`src/design/bcf_pkg.sv`:
```
// Shared types and constants for the cubic Bezier flattener.
`timescale 1ns / 1ps

package bcf_pkg;

    // Fixed widths of the interface words.
    localparam int PT_W  = 12;
    localparam int OUT_W = 16;
    localparam int SEG_W = 6;

    localparam logic [SEG_W-1:0] SEG_RESET = 6'd22;

    // Last step of the per-vertex multiply schedule (the drain cycle).
    localparam int CALC_LAST = 14;

    // Operation carried by the shared multiplier, tagged again at writeback.
    typedef enum logic [3:0] {
        OP_NONE,
        OP_UU,
        OP_TT,
        OP_W1,
        OP_W2,
        OP_W3,
        OP_W4,
        OP_X0,
        OP_X1,
        OP_X2,
        OP_X3,
        OP_Y0,
        OP_Y1,
        OP_Y2,
        OP_Y3
    } op_t;

    // Which value goes into the output register.
    typedef enum logic [1:0] {
        SEL_START,
        SEL_END,
        SEL_CURVE
    } emit_sel_t;

    typedef struct packed {
        logic      load;
        logic      div_step;
        logic      div_first;
        logic      t_step;
        logic      emit;
        emit_sel_t sel;
        logic      last;
        op_t       op;
    } dp_cmd_t;

    typedef struct packed {
        logic             out_free;
        logic [SEG_W-1:0] n;
    } dp_status_t;

endpackage

```
`src/design/bcf_ctrl.sv`:
```
// Controller state machine of the cubic Bezier flattener.
`timescale 1ns / 1ps

module bcf_ctrl #(
    parameter int FRAC_BITS = 24
) (
    input  logic                clk,
    input  logic                rst_n,
    input  logic                in_valid,
    output logic                in_stall,
    input  bcf_pkg::dp_status_t status,
    output bcf_pkg::dp_cmd_t    cmd
);
    import bcf_pkg::*;

    localparam int CNT_W = ($clog2(FRAC_BITS + 1) > 4) ? $clog2(FRAC_BITS + 1) : 4;

    typedef enum logic [3:0] {
        S_IDLE = 4'b0001,
        S_DIV  = 4'b0010,
        S_EMIT = 4'b0100,
        S_CALC = 4'b1000
    } state_t;

    state_t           state_reg, state_next;
    logic [CNT_W-1:0] cnt_reg, cnt_next;
    logic [SEG_W-1:0] i_reg, i_next;

    // Multiplier schedule for one interior vertex: squares, weights, then
    // the four weighted points for x and for y.
    function automatic op_t op_for(input logic [3:0] step);
        op_t op;
        case (step)
            4'd0:    op = OP_UU;
            4'd1:    op = OP_TT;
            4'd2:    op = OP_W1;
            4'd3:    op = OP_W2;
            4'd4:    op = OP_W3;
            4'd5:    op = OP_W4;
            4'd6:    op = OP_X0;
            4'd7:    op = OP_X1;
            4'd8:    op = OP_X2;
            4'd9:    op = OP_X3;
            4'd10:   op = OP_Y0;
            4'd11:   op = OP_Y1;
            4'd12:   op = OP_Y2;
            4'd13:   op = OP_Y3;
            default: op = OP_NONE;
        endcase
        return op;
    endfunction

    always_comb
    begin
        state_next = state_reg;
        cnt_next   = cnt_reg;
        i_next     = i_reg;
        cmd        = '0;
        cmd.sel    = SEL_START;
        cmd.op     = OP_NONE;
        case (state_reg)
            S_IDLE:
            begin
                if (in_valid)
                begin
                    cmd.load   = 1'b1;
                    cnt_next   = '0;
                    i_next     = '0;
                    state_next = S_DIV;
                end
            end
            S_DIV:
            begin
                cmd.div_step  = 1'b1;
                cmd.div_first = (cnt_reg == '0);
                if (cnt_reg == CNT_W'(FRAC_BITS))
                begin
                    cnt_next   = '0;
                    state_next = S_EMIT;
                end
                else
                begin
                    cnt_next = cnt_reg + 1'b1;
                end
            end
            S_EMIT:
            begin
                if (status.out_free)
                begin
                    cmd.emit = 1'b1;
                    cmd.last = (i_reg == status.n);
                    if (i_reg == '0)
                        cmd.sel = SEL_START;
                    else if (i_reg == status.n)
                        cmd.sel = SEL_END;
                    else
                        cmd.sel = SEL_CURVE;
                    if (i_reg == status.n)
                    begin
                        state_next = S_IDLE;
                    end
                    else
                    begin
                        cmd.t_step = 1'b1;
                        i_next     = i_reg + 1'b1;
                        cnt_next   = '0;
                        state_next = ((i_reg + 1'b1) == status.n) ? S_EMIT : S_CALC;
                    end
                end
            end
            S_CALC:
            begin
                cmd.op = op_for(cnt_reg[3:0]);
                if (cnt_reg == CNT_W'(CALC_LAST))
                    state_next = S_EMIT;
                else
                    cnt_next = cnt_reg + 1'b1;
            end
            default:
            begin
                state_next = S_IDLE;
            end
        endcase
    end

    always_ff @(posedge clk or negedge rst_n)
    begin
        if (!rst_n)
        begin
            state_reg <= S_IDLE;
            cnt_reg   <= '0;
            i_reg     <= '0;
        end
        else
        begin
            state_reg <= state_next;
            cnt_reg   <= cnt_next;
            i_reg     <= i_next;
        end
    end

    assign in_stall = (state_reg != S_IDLE);

    // A vertex is only handed over when the output register can take it.
    a_emit_free: assert property (@(posedge clk) disable iff (!rst_n)
        cmd.emit |-> status.out_free)
        else $error("vertex issued while output register is occupied");

    // The vertex index never runs past the segment count of the curve.
    a_index_range: assert property (@(posedge clk) disable iff (!rst_n)
        (state_reg != S_IDLE) |-> (i_reg <= status.n))
        else $error("vertex index beyond segment count");

    // An accepted curve always starts with the reciprocal division.
    a_accept_div: assert property (@(posedge clk) disable iff (!rst_n)
        (state_reg == S_IDLE && in_valid) |=> (state_reg == S_DIV && cnt_reg == '0))
        else $error("accepted curve did not enter the divide phase");

endmodule

```
`src/design/bcf_datapath.sv`:
```
// Datapath of the cubic Bezier flattener: divider, t stepper, multiplier, output.
`timescale 1ns / 1ps

module bcf_datapath #(
    parameter int COORD_BITS = 12,
    parameter int FRAC_BITS  = 24
) (
    input  logic                         clk,
    input  logic                         rst_n,
    input  logic                         cfg_we,
    input  logic [bcf_pkg::SEG_W-1:0]    cfg_data,
    input  logic [bcf_pkg::PT_W-1:0]     start_x,
    input  logic [bcf_pkg::PT_W-1:0]     start_y,
    input  logic [bcf_pkg::PT_W-1:0]     ctrl_a_x,
    input  logic [bcf_pkg::PT_W-1:0]     ctrl_a_y,
    input  logic [bcf_pkg::PT_W-1:0]     ctrl_b_x,
    input  logic [bcf_pkg::PT_W-1:0]     ctrl_b_y,
    input  logic [bcf_pkg::PT_W-1:0]     end_x,
    input  logic [bcf_pkg::PT_W-1:0]     end_y,
    input  bcf_pkg::dp_cmd_t             cmd,
    output bcf_pkg::dp_status_t          status,
    output logic                         out_valid,
    input  logic                         out_stall,
    output logic [bcf_pkg::OUT_W-1:0]    vertex_x,
    output logic [bcf_pkg::OUT_W-1:0]    vertex_y,
    output logic                         last_vertex
);
    import bcf_pkg::*;

    localparam int F     = FRAC_BITS;
    localparam int ACC_W = F + PT_W + 2;
    localparam logic [PT_W-1:0] COORD_MASK =
        (COORD_BITS >= PT_W) ? {PT_W{1'b1}} : PT_W'((13'd1 << COORD_BITS) - 13'd1);
    localparam logic [F:0] ONE_Q = (F + 1)'(1) << F;

    logic [SEG_W-1:0] seg_reg;
    logic [SEG_W-1:0] n_reg;
    logic [PT_W-1:0]  px_reg [4];
    logic [PT_W-1:0]  py_reg [4];

    // Reciprocal division and t stepping.
    logic [SEG_W-1:0] drem_reg;
    logic [F:0]       q_reg;
    logic [SEG_W-1:0] trem_reg;
    logic [F:0]       t_reg;
    logic [SEG_W:0]   div_trial;
    logic             div_ge;
    logic [SEG_W:0]   trem_sum;
    logic             trem_carry;
    logic [F:0]       u_full;

    // Multiplier and intermediate values.
    logic [F-1:0]     t_op, u_op;
    logic [F-1:0]     uu_reg, tt_reg, w1_reg, w2_reg, w3_reg, w4_reg;
    logic [F-1:0]     mul_a, mul_b;
    logic [2*F-1:0]   prod_reg;
    logic [2*F+1:0]   prod3;
    op_t              wb_op_reg;
    logic [ACC_W-1:0] acc_x_reg, acc_y_reg;

    logic             out_valid_reg;
    logic [OUT_W-1:0] vx_reg, vy_reg;
    logic             last_reg;

    always_ff @(posedge clk or negedge rst_n)
    begin
        if (!rst_n)
            seg_reg <= SEG_RESET;
        else if (cfg_we)
            seg_reg <= cfg_data;
    end

    always_ff @(posedge clk or negedge rst_n)
    begin
        if (!rst_n)
            n_reg <= SEG_W'(1);
        else if (cmd.load)
            n_reg <= (seg_reg == '0) ? SEG_W'(1) : seg_reg;
    end

    always_ff @(posedge clk)
    begin
        if (cmd.load)
        begin
            px_reg[0] <= start_x  & COORD_MASK;
            py_reg[0] <= start_y  & COORD_MASK;
            px_reg[1] <= ctrl_a_x & COORD_MASK;
            py_reg[1] <= ctrl_a_y & COORD_MASK;
            px_reg[2] <= ctrl_b_x & COORD_MASK;
            py_reg[2] <= ctrl_b_y & COORD_MASK;
            px_reg[3] <= end_x    & COORD_MASK;
            py_reg[3] <= end_y    & COORD_MASK;
        end
    end

    // Restoring division of 2^F by n, one quotient bit per step.
    assign div_trial = {drem_reg, cmd.div_first};
    assign div_ge    = (div_trial >= {1'b0, n_reg});

    // t advances by the quotient, plus one when the remainder wraps.
    assign trem_sum   = {1'b0, trem_reg} + {1'b0, drem_reg};
    assign trem_carry = (trem_sum >= {1'b0, n_reg});

    always_ff @(posedge clk)
    begin
        if (cmd.load)
        begin
            drem_reg <= '0;
            q_reg    <= '0;
            trem_reg <= '0;
            t_reg    <= '0;
        end
        else
        begin
            if (cmd.div_step)
            begin
                drem_reg <= div_ge ? SEG_W'(div_trial - {1'b0, n_reg}) : div_trial[SEG_W-1:0];
                q_reg    <= {q_reg[F-1:0], div_ge};
            end
            if (cmd.t_step)
            begin
                trem_reg <= trem_carry ? SEG_W'(trem_sum - {1'b0, n_reg})
                                       : trem_sum[SEG_W-1:0];
                t_reg    <= t_reg + q_reg + (F + 1)'(trem_carry);
            end
        end
    end

    assign u_full = ONE_Q - t_reg;
    assign t_op   = t_reg[F-1:0];
    assign u_op   = u_full[F-1:0];

    always_comb
    begin
        case (cmd.op)
            OP_UU:   begin mul_a = u_op;   mul_b = u_op;             end
            OP_TT:   begin mul_a = t_op;   mul_b = t_op;             end
            OP_W1:   begin mul_a = uu_reg; mul_b = u_op;             end
            OP_W2:   begin mul_a = uu_reg; mul_b = t_op;             end
            OP_W3:   begin mul_a = u_op;   mul_b = tt_reg;           end
            OP_W4:   begin mul_a = tt_reg; mul_b = t_op;             end
            OP_X0:   begin mul_a = w1_reg; mul_b = F'(px_reg[0]);    end
            OP_X1:   begin mul_a = w2_reg; mul_b = F'(px_reg[1]);    end
            OP_X2:   begin mul_a = w3_reg; mul_b = F'(px_reg[2]);    end
            OP_X3:   begin mul_a = w4_reg; mul_b = F'(px_reg[3]);    end
            OP_Y0:   begin mul_a = w1_reg; mul_b = F'(py_reg[0]);    end
            OP_Y1:   begin mul_a = w2_reg; mul_b = F'(py_reg[1]);    end
            OP_Y2:   begin mul_a = w3_reg; mul_b = F'(py_reg[2]);    end
            OP_Y3:   begin mul_a = w4_reg; mul_b = F'(py_reg[3]);    end
            default: begin mul_a = '0;     mul_b = '0;               end
        endcase
    end

    always_ff @(posedge clk)
    begin
        prod_reg <= mul_a * mul_b;
    end

    always_ff @(posedge clk or negedge rst_n)
    begin
        if (!rst_n)
            wb_op_reg <= OP_NONE;
        else
            wb_op_reg <= cmd.op;
    end

    // Three times the product, for the two middle Bernstein weights.
    assign prod3 = {1'b0, prod_reg, 1'b0} + {2'b00, prod_reg};

    always_ff @(posedge clk)
    begin
        case (wb_op_reg)
            OP_UU:   uu_reg    <= prod_reg[F +: F];
            OP_TT:   tt_reg    <= prod_reg[F +: F];
            OP_W1:   w1_reg    <= prod_reg[F +: F];
            OP_W2:   w2_reg    <= prod3[F +: F];
            OP_W3:   w3_reg    <= prod3[F +: F];
            OP_W4:   w4_reg    <= prod_reg[F +: F];
            OP_X0:   acc_x_reg <= ACC_W'(prod_reg);
            OP_X1,
            OP_X2,
            OP_X3:   acc_x_reg <= acc_x_reg + ACC_W'(prod_reg);
            OP_Y0:   acc_y_reg <= ACC_W'(prod_reg);
            OP_Y1,
            OP_Y2,
            OP_Y3:   acc_y_reg <= acc_y_reg + ACC_W'(prod_reg);
            default: ;
        endcase
    end

    always_ff @(posedge clk or negedge rst_n)
    begin
        if (!rst_n)
            out_valid_reg <= 1'b0;
        else if (cmd.emit)
            out_valid_reg <= 1'b1;
        else if (!out_stall)
            out_valid_reg <= 1'b0;
    end

    always_ff @(posedge clk)
    begin
        if (cmd.emit)
        begin
            last_reg <= cmd.last;
            case (cmd.sel)
                SEL_START:
                begin
                    vx_reg <= {px_reg[0], 4'b0000};
                    vy_reg <= {py_reg[0], 4'b0000};
                end
                SEL_END:
                begin
                    vx_reg <= {px_reg[3], 4'b0000};
                    vy_reg <= {py_reg[3], 4'b0000};
                end
                default:
                begin
                    vx_reg <= acc_x_reg[F-4 +: OUT_W];
                    vy_reg <= acc_y_reg[F-4 +: OUT_W];
                end
            endcase
        end
    end

    assign status.out_free = !out_valid_reg || !out_stall;
    assign status.n        = n_reg;
    assign out_valid       = out_valid_reg;
    assign vertex_x        = vx_reg;
    assign vertex_y        = vy_reg;
    assign last_vertex     = last_reg;

    // A curve vertex leaves only after the accumulators have taken every product.
    a_acc_settled: assert property (@(posedge clk) disable iff (!rst_n)
        (cmd.emit && cmd.sel == SEL_CURVE) |-> (wb_op_reg == OP_NONE))
        else $error("curve vertex emitted with products still in flight");

    // t only moves between vertices, never while the multiplier is busy.
    a_t_quiet: assert property (@(posedge clk) disable iff (!rst_n)
        cmd.t_step |-> (cmd.op == OP_NONE && wb_op_reg == OP_NONE))
        else $error("t advanced during multiply schedule");

endmodule

```
`src/design/cubic_bezier_flattener_core.sv`:
```
// Top level of the cubic Bezier flattener: config register port, controller and datapath.
`timescale 1ns / 1ps

// Channel   Direction  Handshake          Word
// in        input      in_valid/in_stall  one curve: start, ctrl_a, ctrl_b, end points (12 bits)
// out       output     out_valid/out_stall one vertex: vertex_x, vertex_y, last_vertex
// cfg       input      cfg_valid/cfg_ready segment_count (6 bits), always ready
//
// A curve starts with the bit-serial division that yields the t increment; each of its
// n - 1 interior vertices, where n is the segment count (zero counts as one), then takes
// 14 products through the one shared multiplier, a drain step and the load of the
// output register.
// Reset is asynchronous and active low; it restores the segment count to 22.
// A stall on the output holds the current vertex and pauses the controller before
// the next vertex; in_stall stays high from acceptance until the last vertex is loaded.

module cubic_bezier_flattener_core #(
    parameter int COORD_BITS = 12,
    parameter int FRAC_BITS  = 24
) (
    input  logic                      clk,
    input  logic                      rst_n,
    input  logic                      cfg_valid,
    output logic                      cfg_ready,
    input  logic [bcf_pkg::SEG_W-1:0] cfg_data,
    input  logic                      in_valid,
    output logic                      in_stall,
    input  logic [bcf_pkg::PT_W-1:0]  start_x,
    input  logic [bcf_pkg::PT_W-1:0]  start_y,
    input  logic [bcf_pkg::PT_W-1:0]  ctrl_a_x,
    input  logic [bcf_pkg::PT_W-1:0]  ctrl_a_y,
    input  logic [bcf_pkg::PT_W-1:0]  ctrl_b_x,
    input  logic [bcf_pkg::PT_W-1:0]  ctrl_b_y,
    input  logic [bcf_pkg::PT_W-1:0]  end_x,
    input  logic [bcf_pkg::PT_W-1:0]  end_y,
    output logic                      out_valid,
    input  logic                      out_stall,
    output logic [bcf_pkg::OUT_W-1:0] vertex_x,
    output logic [bcf_pkg::OUT_W-1:0] vertex_y,
    output logic                      last_vertex
);
    import bcf_pkg::*;

    dp_cmd_t    cmd;
    dp_status_t status;
    logic       cfg_we;

    // The segment count register takes a word on any cycle; the host must write it only
    // between curves, which the block itself does not enforce.
    assign cfg_ready = 1'b1;
    assign cfg_we    = cfg_valid && cfg_ready;

    // The controller sequences division, per-vertex multiply schedule and output.
    bcf_ctrl #(
        .FRAC_BITS (FRAC_BITS)
    ) u_ctrl (
        .clk      (clk),
        .rst_n    (rst_n),
        .in_valid (in_valid),
        .in_stall (in_stall),
        .status   (status),
        .cmd      (cmd)
    );

    // The datapath holds the points, steps t = i/n in fixed point, forms the
    // Bernstein weights and weighted sums, and owns the output register.
    bcf_datapath #(
        .COORD_BITS (COORD_BITS),
        .FRAC_BITS  (FRAC_BITS)
    ) u_datapath (
        .clk         (clk),
        .rst_n       (rst_n),
        .cfg_we      (cfg_we),
        .cfg_data    (cfg_data),
        .start_x     (start_x),
        .start_y     (start_y),
        .ctrl_a_x    (ctrl_a_x),
        .ctrl_a_y    (ctrl_a_y),
        .ctrl_b_x    (ctrl_b_x),
        .ctrl_b_y    (ctrl_b_y),
        .end_x       (end_x),
        .end_y       (end_y),
        .cmd         (cmd),
        .status      (status),
        .out_valid   (out_valid),
        .out_stall   (out_stall),
        .vertex_x    (vertex_x),
        .vertex_y    (vertex_y),
        .last_vertex (last_vertex)
    );

endmodule

```
`config.mk`:
```
export PLATFORM = sky130hd
export DESIGN_NAME = cubic_bezier_flattener_core
export DESIGN_NICKNAME = d
export VERILOG_FILES = /design/src/design/bcf_pkg.sv /design/src/design/bcf_ctrl.sv /design/src/design/bcf_datapath.sv /design/src/design/cubic_bezier_flattener_core.sv
export SDC_FILE = /design/constraint.sdc
export NUM_CORES = 2
export LEC_CHECK = 0
export BUFFER_PORTS_ARGS = -buffer_cell sky130_fd_sc_hd__buf_2
export CORE_MARGIN = 10
export CORE_UTILIZATION = 55
export CTS_CLUSTER_SIZE = 28
export DETAILED_ROUTE_END_ITERATION = 12
export GPL_ROUTABILITY_DRIVEN = 0
export HOLD_SLACK_MARGIN = 0.05
export PLACE_DENSITY = 0.75
export SLEW_MARGIN = 20
export SYNTH_ARGS = -nofsm -noshare
export SYNTH_HDL_FRONTEND = slang
export SYNTH_SLANG_ARGS = --single-unit
```
`constraint.sdc`:
```
create_clock -name clk -period 24.8 [get_ports clk]
set_clock_uncertainty 0.05 [all_clocks]
set_input_delay 6.2 -clock clk [delete_from_list [all_inputs] [get_ports clk]]
set_output_delay 6.2 -clock clk [all_outputs]
set_load 0.02 [all_outputs]
```
==> metrics <==
outcome=complete, no violations; setup TNS=0 ns; sequential-to-total area share from yosys stat=0.2953; hold buffer count at cts=0; postcts setup bufs=0; total core area=a little over 80000 um^2; Yosys warnings=0; Peak VDD IR=0.00006136 V; hold path depth=2; Min-Delay Path Class=reg2reg; final period utilization=0.4367; Initial Utilization=0.5576; CP Capture Type=register; DRT Pass-1 Iters=9; vias per cell=6.075; DR WL/cell=22.58 um; first-pass GRT wire length=between 200000 and 250000 um; Core Util, Final=0.6031; ys flop type=edfxtp_1; GRT Overall Usage=0.2834; GR Util met1=0.3542; Worst-Margin Slew=approximately 1.1 ns; root buf cell=clkbuf_16; Avg Cell Area, Syn=9.452 um^2; Hold Path Sink=u_datapath.trem_reg[0]$_SDFFE_PP0P_; dpl hpwl=100600 um; Hold WS=0.4151 ns; share of layout cells above drive strength 1=0.07804; CTS tree=yes; HP Start=u_datapath.trem_reg[0]$_SDFFE_PP0P_; most frequent cells in the layout=nand2_1, inv_1, fa_1; Most Crowded Layer GR=met2; Post-Route WL=133900 um; Die H=roughly 310 um; Worst Path Arrival=11.25 ns; Startpoint Class=register; largest net degree at the start of global routing=90; R2R setup slack=13.97 ns; number of global-route vias before repair=36.44k; Tmin final=around 11 ns; Final Hold Violating Endpoints=0; clk sinks=approximately 490; routed vias=36.02k; worst r2r dst=u_datapath.prod_reg[43]$_DFF_P_; Reg clk slew, reported paths=around 0.06 ns; Clock Tree Buf Depth=3; count of cell types in the netlist=90; DR DRC count=0; Nets=roughly 5.8k; Synth top area share=0.2295; grt total ovfl=0; met3 usage=0.08388; maxcap violations=0; number of antenna violations at the first check in global routing=2; design area=48820 um^2; flops & latches, synth=485; R2R Path Start=u_ctrl.cnt_reg[0]$_DFFE_PN0P_; highest clock rate=around 90 MHz; # placed instances=between 5k and 6k; Starting DRT DRC Count=4003; Boundary Pins=143; Netlist Area Pre-Place=about 45000 um^2; Req. time, crit path=around 25 ns; critical path fanouts, max=21; met2 Use GR=0.4520; critical path class=reg2reg; H-tree levels=2; setup violators final=0; CP max stage cell=nand3_1; number of enable flip-flop cells after synthesis=345; CP most frequent cell=fa_1; PortBufs=between 100 and 150; Async S/R FF share, synth=0.06598; Die Span X=~310 um; n_diodes=0; Rel. slew slack=0.2339; Synth area leaders=edfxtp_1, fa_1, ha_1; DRT antenna net count=0; leading area contributor after synthesis=edfxtp_1; Core Rows=104; Area Growth Syn to Fin=8.162%; syn_nets=5709; RSZ-0062 raised after global routing=false; final std cells w/o fill=5929; total CTS buffers=52; reg2reg path depth=34; Pwr Density=58.17 nW/um^2; clk_lat worst skew=approximately 0.65 ns; Cells after Synth=4775; placed cell area=46940 um^2; Die Area=93920 um^2; commonest non-fill, non-tap cell in the layout=nand2_1; final-report max-slew violation count=0; post-cts resize count=0; Static Leak=22.20 nW; slowest stage delay, CP=0.71 ns
[report_power, final]
part | switching [W] | internal, W | total, W
registers | 0.000125 | 0.000974 | 0.00110
logic | 0.000590 | 0.000301 | 0.000892
clock network | 0.000353 | 0.000495 | 0.000849
total | 0.00107 | 0.00177 | 0.00284
[stage by stage]
| step | power [W] | setup slack (ns) |
|---|---|---|
| 2_1_floorplan | 0.001690 | 14.64 |
| 3_3_place_gp | 0.001954 | 14.37 |
| 3_5_place_dp | 0.001972 | 14.18 |
| 4_1_cts | 0.002818 | 14.09 |
| 5_1_grt | 0.002955 | 13.26 |
| 6_report | 0.002840 | 13.97 |
[Yosys cell counts (all sizes together) (68+ instances only)]
master	number
ha	338
a22oi	68
nor2	285
clkbuf	160
edfxtp	345
fa	489
xnor2	101
dfxtp	108
a21o	99
a21oi	223
inv	716
o21ai	231
nand2	751
xor2	86
[cell families (layout without fill, tap and decap cells)]
kind of cell    after synthesis  count (layout)  synth area share
mux                          38              38          0.008650
fa+ha+maj                   827             827            0.3106
xor+xnor                    187             187           0.03646
flops                       485             485            0.2953
compound gates              916             916            0.1335
other cells                   1               1        0.00008309
buf+inv                     927            1021           0.07876
simple gates               1394            1394            0.1366
[worst max-delay path by stage]
stage | slack [ns] | end | start
final | 13.97 | u_datapath.prod_reg[43]$_DFF_P_ | u_ctrl.cnt_reg[0]$_DFFE_PN0P_
after global routing | 13.26 | u_datapath.prod_reg[43]$_DFF_P_ | u_ctrl.cnt_reg[0]$_DFFE_PN0P_
after CTS | 14.09 | u_datapath.prod_reg[43]$_DFF_P_ | u_ctrl.cnt_reg[0]$_DFFE_PN0P_
after detailed placement | 14.18 | u_datapath.prod_reg[43]$_DFF_P_ | u_ctrl.state_reg[2]$_DFFE_PN0P_
after global placement | 14.37 | u_datapath.prod_reg[43]$_DFF_P_ | u_ctrl.cnt_reg[0]$_DFFE_PN0P_
after floorplan | 14.64 | u_datapath.px_reg[0][0]$_DFFE_PP_ | in_valid
[critical path: cells and delay by family, from the launching register on]
kind            cells  cell delay [ns]
flops               1             0.51
fa+ha+maj          10             4.46
compound gates      9             2.17
xor+xnor            1             0.16
buf+inv             5             0.28
simple gates        9             3.00
[area by class of cell]
cell class	instances	area [um^2]
multi-input combinational	3363	28390
clock buffer	62	1414
clock inverter	35	450.4
tap	1060	1326
sequential	485	13330
timing repair buffer	208	1209
fill	6728	32120
inverter	716	2693
[layer usage]
layer	vias to the layer above	part of all wire	wire, um
met5	-	0.00021	28
met4	4	0.051	6823
met3	438	0.12	16500
met2	2032	0.45	60730
met1	17490	0.37	49810
li1	16055	-	-
Note: power is estimated with default switching activity, not from simulation.
